==> src/sv/segi_pkg.sv <==
`timescale 1ns / 1ps
package segi_pkg;

  localparam int COORD_BITS_DEF = 16;

  // Per-word control that travels down the pipe with the data.
  typedef struct packed {
    logic valid;
    logic hit;
    logic neg_x;
    logic neg_y;
  } segi_ctl_t;

endpackage

==> src/sv/segi_div_stage.sv <==
`timescale 1ns / 1ps
module segi_div_stage import segi_pkg::*; #(
  parameter int W   = COORD_BITS_DEF,
  parameter int XW  = 2 * (W + 1) + 1,
  parameter int BIT = 0
) (
  input  logic                clk,
  input  logic                rst_n,
  input  logic                en,
  input  segi_ctl_t           ctl_i,
  input  logic [XW-1:0]       num_i,
  input  logic [XW-1:0]       den_i,
  input  logic [W-1:0]        mx_i,
  input  logic [W-1:0]        my_i,
  input  logic [XW-1:0]       rx_i,
  input  logic [XW-1:0]       ry_i,
  input  logic [W-1:0]        qx_i,
  input  logic [W-1:0]        qy_i,
  input  logic signed [W-1:0] asx_i,
  input  logic signed [W-1:0] asy_i,
  output segi_ctl_t           ctl_o,
  output logic [XW-1:0]       num_o,
  output logic [XW-1:0]       den_o,
  output logic [W-1:0]        mx_o,
  output logic [W-1:0]        my_o,
  output logic [XW-1:0]       rx_o,
  output logic [XW-1:0]       ry_o,
  output logic [W-1:0]        qx_o,
  output logic [W-1:0]        qy_o,
  output logic signed [W-1:0] asx_o,
  output logic signed [W-1:0] asy_o
);
  segi_ctl_t           ctl_r;
  logic [XW-1:0]       num_r, den_r, rx_r, ry_r;
  logic [W-1:0]        mx_r, my_r, qx_r, qy_r;
  logic signed [W-1:0] asx_r, asy_r;
  logic [XW+W-1:0]     lx_nxt, ly_nxt;

  // One bit of floor(n*m/d): r stays below d, q counts whole multiples.
  function automatic logic [XW+W-1:0] step(input logic [XW-1:0] r, input logic [W-1:0] q,
                                           input logic b, input logic [XW-1:0] d,
                                           input logic [XW-1:0] n);
    logic [XW:0]   r2, r1, r3, dd;
    logic          c1, c2;
    logic [W-1:0]  qn;
    dd = {1'b0, d};
    r2 = {r, 1'b0};
    c1 = r2 >= dd;
    r1 = c1 ? r2 - dd : r2;
    r3 = r1 + (b ? {1'b0, n} : '0);
    c2 = r3 >= dd;
    r3 = c2 ? r3 - dd : r3;
    qn = {q[W-2:0], 1'b0} + W'(c1) + W'(c2);
    return {r3[XW-1:0], qn};
  endfunction

  assign lx_nxt = step(rx_i, qx_i, mx_i[BIT], den_i, num_i);
  assign ly_nxt = step(ry_i, qy_i, my_i[BIT], den_i, num_i);

  always_ff @(posedge clk) begin
    if (!rst_n) begin
      ctl_r <= '0;
    end else if (en) begin
      ctl_r <= ctl_i;
    end
  end

  always_ff @(posedge clk) begin
    if (en) begin
      num_r <= num_i;
      den_r <= den_i;
      mx_r  <= mx_i;
      my_r  <= my_i;
      rx_r  <= lx_nxt[XW+W-1:W];
      qx_r  <= lx_nxt[W-1:0];
      ry_r  <= ly_nxt[XW+W-1:W];
      qy_r  <= ly_nxt[W-1:0];
      asx_r <= asx_i;
      asy_r <= asy_i;
    end
  end

  assign ctl_o = ctl_r;
  assign num_o = num_r;
  assign den_o = den_r;
  assign mx_o  = mx_r;
  assign my_o  = my_r;
  assign rx_o  = rx_r;
  assign ry_o  = ry_r;
  assign qx_o  = qx_r;
  assign qy_o  = qy_r;
  assign asx_o = asx_r;
  assign asy_o = asy_r;
endmodule

==> config.mk <==
export PLATFORM = sky130hd
export DESIGN_NAME = segi_div_stage
export DESIGN_NICKNAME = d
export VERILOG_FILES = /design/src/sv/segi_pkg.sv /design/src/sv/segi_div_stage.sv
export SDC_FILE = /design/constraint.sdc
export NUM_CORES = 1
export LEC_CHECK = 0
export BUFFER_PORTS_ARGS = -buffer_cell sky130_fd_sc_hd__buf_2
export CAP_MARGIN = 40
export CELL_PAD_IN_SITES_DETAIL_PLACEMENT = 0
export CELL_PAD_IN_SITES_GLOBAL_PLACEMENT = 2
export CORE_MARGIN = 2
export CORE_UTILIZATION = 35
export CTS_BUF_LIST = sky130_fd_sc_hd__clkbuf_2
export DETAILED_ROUTE_END_ITERATION = 8
export GPL_ROUTABILITY_DRIVEN = 0
export PLACE_DENSITY = 0.82
export SLEW_MARGIN = 25
export SYNTH_ARGS = -nofsm -noshare
export SYNTH_HDL_FRONTEND = slang
export SYNTH_SLANG_ARGS = --single-unit
==> constraint.sdc <==
create_clock -name clk -period 12 [get_ports clk]
set_input_delay 2.4 -clock clk [delete_from_list [all_inputs] [get_ports clk]]
set_output_delay 2.4 -clock clk [all_outputs]
set_load 0.02 [all_outputs]
==> run_results.csv, run 1 <==
group,metric,value,unit
logic_synthesis,syn_inst,2102,
grt,busiest_layer,"met2",
grt,grtUsageMet1,28.57,%
grt,grt_max_degree,103,
logic_synthesis,synth.ff_latch_count,240,
layout,multi_input_area,0.01279,mm²
critical_path,worstSetupEndpointType,"flip-flop",
logic_synthesis,ys_types,88,
floorplanning,die_w,246.6,µm
floorplanning,coreArea,0.05792,mm²
critical_path,max_stage_delay,630,ps
floorplanning,die-area,0.06082,mm²
logic_synthesis,synth_warnings,0,
floorplanning,die_h,246.6,µm
logic_synthesis,postSynthAreaPerCell,9.802,µm²
layout,drive_above_1_share,26.34,%
clocking,numCtsBuffers,67,
clocking,cts_resized,0,
logic_synthesis,ys_seq_area_share,34.78,%
min_path,hold_class,"flip-flop to flip-flop",
layout,syn_to_final_growth,19.09,%
floorplanning,start_util,35.58,%
clocking,cts_hold_buf,0,
clocking,postCtsSetupBuffers,0,
outcome,status,"finished, final reports clean",
pwr,peakVddDrop,0.00009004,V
route,routedWlPerCell,19.65,µm
grt,grt_pass1_wl,99900,µm
route,ant_nets,0,
timing,setup_violations,0,
grt,grtUsageMet2,35.43,%
place,port_buffers,480,
clocking,cts_root_buf,"clkbuf_2",
critical_path,critPathMaxFanout,20,
route,drt-total-wl,67940,µm
logic_synthesis,synth-main-ff-cell,"edfxtp_1",
route,num_vias,17860,
critical_path,crit_path_top_delay_cell,"a2111o_2",
clocking,path_clk_slew,90,ps
clocking,cts_buffer_depth,3,
critical_path,arrival,11130,ps
run,cap_violations,0,
route,viasPerCell,5.167,
timing,fin_ws,1588,ps
floorplanning,ios,483,
critical_path,startpoint_type,"input pin",
place,placed_area,0.02392,mm²
layout,fill_cells,5865,
timing,slew_headroom,41.53,%
grt,grt_usage,21.67,%
timing,whs,539.6,ps
pwr,power_density,184.5,mW/mm²
critical_path,worstSetupPathType,"input pin to flip-flop",
timing,slew_viol_final,0,
timing,min_period,10410,ps
critical_path,r2r_setup_slack,11350,ps
place,dp_slack,670.8,ps
pwr,p_total,4.527,mW
route,first_pass_iters,5,
timing,rsz0062_at_grt,"false",
logic_synthesis,synth-edff-count,236,
layout,regArea,0.007167,mm²
route,drc_errors,0,
grt,met3_usage,3.595,%
grt,grt_pass1_vias,17590,
clocking,clk_latency,970,ps
logic_synthesis,async_flop_share,0,%
logic_synthesis,synth.cell_area,0.02060,mm²
layout,fin_area,0.02454,mm²
timing,skew,0,ps
clocking,cts_tree,"built",
timing,fmax,96.04,MHz
timing,tightest_slew,877.0,ps
critical_path,cp_data_required_time,12720,ps
place,place_hpwl,56570,µm
timing,tns,0,ps
clocking,cts_sinks,240,
timing,hold_viol,0,
grt,grt.overflow.total,0,
grt,antenna_found_initial,11,
route,drt_iter0_drc,849,
layout,finalNetCount,3103,
pwr,p_leak,11.17,nW
floorplanning,rows,88,
clocking,h-tree-depth,3,
timing,finalCritPeriodShare,86.77,%
logic_synthesis,syn_nets,2566,
==> registers in the layout, summed over array words and instances (netlist names) <==
| register | cells |
|---|---|
| mx_o | 16 |
| asx_o | 16 |
| ry_o | 35 |
| my_o | 16 |
| qy_o | 16 |
| qx_o | 16 |
| rx_o | 35 |
| ctl_o | 4 |
| num_o | 35 |
| den_o | 35 |
| asy_o | 16 |
==> worst max-delay path, delay by kind of cell <==
family | cells | cell delay (ps)
simple gates | 17 | 2920
compound gates | 12 | 3730
buf+inv | 4 | 260
xor+xnor | 2 | 290
fa+ha+maj | 5 | 1510
==> path summary, 6_finish.rpt <==
check | startpoint | endpoint | depth (start not counted)
setup / recovery | den_i[2] | qy_o[15] | 40
setup reg to reg | ctl_o[0] | ctl_o[0] | 2
hold reg to reg | ctl_o[3] | ctl_o[3] | 2
hold / removal | ctl_o[3] | ctl_o[3] | 2
==> cells in the mapped netlist (27+ instances only) <==
cell	instances	area, µm²
o21ai_0	124	620.6
xor2_1	70	613.1
nand2_1	132	495.5
inv_1	99	371.6
nand2b_1	31	193.9
nand3_1	59	295.3
mux2_4	53	795.8
nand4_1	27	168.9
ha_1	215	2690
nor2_1	133	499.2
edfxtp_1	236	7087
o21a_1	33	247.7
nor2b_1	30	187.7
o21bai_1	28	210.2
a21o_1	103	773.2
a21oi_1	204	1021
and2_1	80	500.5
xnor2_1	133	1165
==> area by class of cell <==
cell class | count | share of cell area (%)
Tap cell | 765 | 3.901
Sequential cell | 240 | 29.21
Clock buffer | 77 | 1.571
Clock inverter | 41 | 0.7853
Timing Repair Buffer | 505 | 10.76
Inverter | 101 | 1.606
Antenna cell | 4 | 0.04080
Multi-Input combinational cell | 1724 | 52.13
==> through the flow <==
stage / util [%] / cells
after floorplan: - / 2102
after global placement: 41.25 / 3333
after detailed placement: 41.30 / 3334
after CTS: 42.30 / 3452
after global routing: 42.36 / 3455
final: 42.37 / 3457
==> metal layers <==
layer  part of all wire, %  up-vias
met1                    45     8270
met4                   3.1        2
li1                      -     8936
met3                   6.0       99
met2                    46      554
met5                 0.025        -
==> report_power, final <==
part	internal [mW]	switching [mW]	total, mW
Combinational	1.21	1.53	2.73
Sequential	1.18	0.0421	1.23
Clock	0.191	0.375	0.566
==> placed cells by master (no fill, tap or decap), types with 33 or more instances in the layout <==
| cell | n |
|---|---|
| buf_2 | 479 |
| edfxtp_1 | 236 |
| ha_1 | 215 |
| a21oi_1 | 204 |
| xnor2_1 | 133 |
| nor2_1 | 133 |
| nand2_1 | 132 |
| o21ai_0 | 124 |
| a21o_1 | 103 |
| inv_1 | 99 |
| and2_1 | 79 |
| clkbuf_2 | 77 |
| xor2_1 | 70 |
| nand3_1 | 59 |
| mux2_4 | 53 |
| o21a_1 | 33 |
==> logic make-up (layout without fill, tap and decap cells) <==
logic type / Yosys count / after routing / share of synthesized area [%]
compound gates: 641 / 641 / 20.29
flops: 240 / 240 / 34.78
mux: 84 / 84 / 5.496
other cells: 0 / 4 / 0
xor+xnor: 204 / 204 / 8.708
simple gates: 574 / 574 / 13.93
buf+inv: 138 / 724 / 3.152
fa+ha+maj: 221 / 221 / 13.64
No activity file was read; power rests on OpenSTA's default activity.
==> run 2, diff against run 1 <==
- clock period: 12 -> 10.65 ns (I/O delays scaled with it)
==> run_results.csv, run 2 (same netlist as run 1, synthesis figures left out) <==
group,metric,value,unit
place,port_buffers,480,
critical_path,r2r_cells,2,
route,drt_iter0_drc,735,
pwr,seqPwrFrac,26.3,%
grt,grt_pass1_wl,100200,µm
floorplanning,die_h,246.6,µm
timing,setup_violations,0,
clocking,path_clk_slew,80,ps
critical_path,worstSetupEndpointType,"flip-flop",
timing,hold_viol,0,
grt,grt_max_degree,103,
timing,slew_headroom,44.17,%
layout,syn_to_final_growth,21.97,%
critical_path,arrival,10120,ps
floorplanning,start_util,35.58,%
floorplanning,die_w,246.6,µm
pwr,p_clk_share,13.4,%
clocking,cts_resized,0,
clocking,cts_root_buf,"clkbuf_2",
timing,rsz0062_at_grt,"false",
timing,tns,0,ps
run,cap_violations,0,
floorplanning,coreArea,0.05792,mm²
grt,grt.overflow.total,0,
clocking,cts_hold_buf,0,
critical_path,worstSetupPathType,"input pin to flip-flop",
timing,slew_viol_final,0,
route,first_pass_iters,5,
pwr,netSwitchingPower,2.190,mW
route,drc_errors,0,
clocking,cts_sinks,240,
route,ant_nets,0,
timing,finalCritPeriodShare,88.19,%
pwr,p_int,3.081,mW
clocking,cts_buffer_depth,3,
clocking,h-tree-depth,3,
floorplanning,die-area,0.06082,mm²
timing,skew,0,ps
pwr,p_leak,11.56,nW
clocking,clk_latency,960,ps
layout,finalNetCount,3174,
grt,grt_usage,21.68,%
critical_path,max_stage_delay,440,ps
grt,antenna_found_initial,10,
place,dpl.cell_count,3404,
floorplanning,ios,483,
layout,fin_area,0.02513,mm²
critical_path,critPathMaxFanout,9,
min_path,worstHoldPathCells,2,
timing,min_period,9392,ps
critical_path,path_common_cell,"a21oi_1",
clocking,numCtsBuffers,68,
critical_path,startpoint_type,"input pin",
place,place_hpwl,57150,µm
pwr,peakVddDrop,0.00009647,V
outcome,status,"finished, final reports clean",
timing,tightest_slew,837.4,ps
route,num_vias,18130,
min_path,hold_class,"flip-flop to flip-flop",
route,drt-total-wl,68370,µm
critical_path,crit_path_top_delay_cell,"fa_1",
layout,final_common_cell,"buf_2",
pwr,combPwrFrac,60.4,%
clocking,cts_tree,"built",
critical_path,cp_data_required_time,11380,ps
timing,fmax,106.5,MHz
clocking,postCtsSetupBuffers,0,
route,routedWlPerCell,19.43,µm
floorplanning,rows,88,
grt,grt_pass1_vias,17930,
pwr,power_density,209.8,mW/mm²
place,placed_area,0.02447,mm²
layout,finalNonFillerCells,3519,
layout,drive_above_1_share,28.49,%
route,viasPerCell,5.152,
pwr,switching_share,41.55,%
layout,final_cell_mix,"buf_2 (479), edfxtp_1 (236), ha_1 (215), a21oi_1 (204)",
-- run 2: layout make-up --
| cell class | count | area, µm² |
|---|---|---|
| clock buffers | 91 | 455.4 |
| flip-flops and latches | 240 | 7167 |
| repair buffers | 575 | 3191 |
| diodes | 2 | 5.005 |
| multi-input cells | 1724 | 12790 |
| fillers | 5797 | 32790 |
| inverters | 101 | 394.1 |
| well taps | 765 | 957.2 |
| clock inverters | 21 | 170.2 |
-- run 2: path summary, 6_finish.rpt --
path                                from        to  slack (ps)
worst max register to register  ctl_o[0]  ctl_o[0]       10020
worst min-delay path            ctl_o[2]  ctl_o[2]         540
worst min register to register  ctl_o[2]  ctl_o[2]         540
worst max-delay path            den_i[5]  qx_o[15]        1260
-- run 2: layer usage --
metal,part of all wire (%),vias up,track usage [%]
met4,2.9,6,8.026
met3,5.6,112,3.377
li1,-,9064,-
met1,45,8433,28.03
met5,0.053,-,0
met2,47,516,36.42
-- run 2: power groups by stage --
| stage | combinational, mW | sequential, mW | clock (mW) |
|---|---|---|---|
| after floorplan | 2.09 | 1.67 | 0 |
| after global placement | 3.16 | 1.40 | 0 |
| after detailed placement | 3.17 | 1.41 | 0 |
| after CTS | 3.20 | 1.39 | 0.751 |
| after global routing | 3.49 | 1.40 | 0.788 |
| final | 3.18 | 1.38 | 0.706 |
-- run 2: worst max-delay path: cells and delay by family --
kind,cells,cell delay (ps)
mux,1,340
xor+xnor,2,320
compound gates,15,2820
simple gates,12,2440
buf+inv,5,670
fa+ha+maj,4,1360
-- run 2: stage by stage --
stage          worst slack (ps)  power [mW]  hold slack (ps)  util, %
5_1_grt                   674.6       5.678            582.8    43.38
2_1_floorplan             758.6       3.759            589.3        -
4_1_cts                    1444       5.336            545.3    43.33
3_3_place_gp              354.0       4.559            499.5    42.21
6_report                   1258       5.271            540.4    43.39
3_5_place_dp              272.6       4.578            526.1    42.25
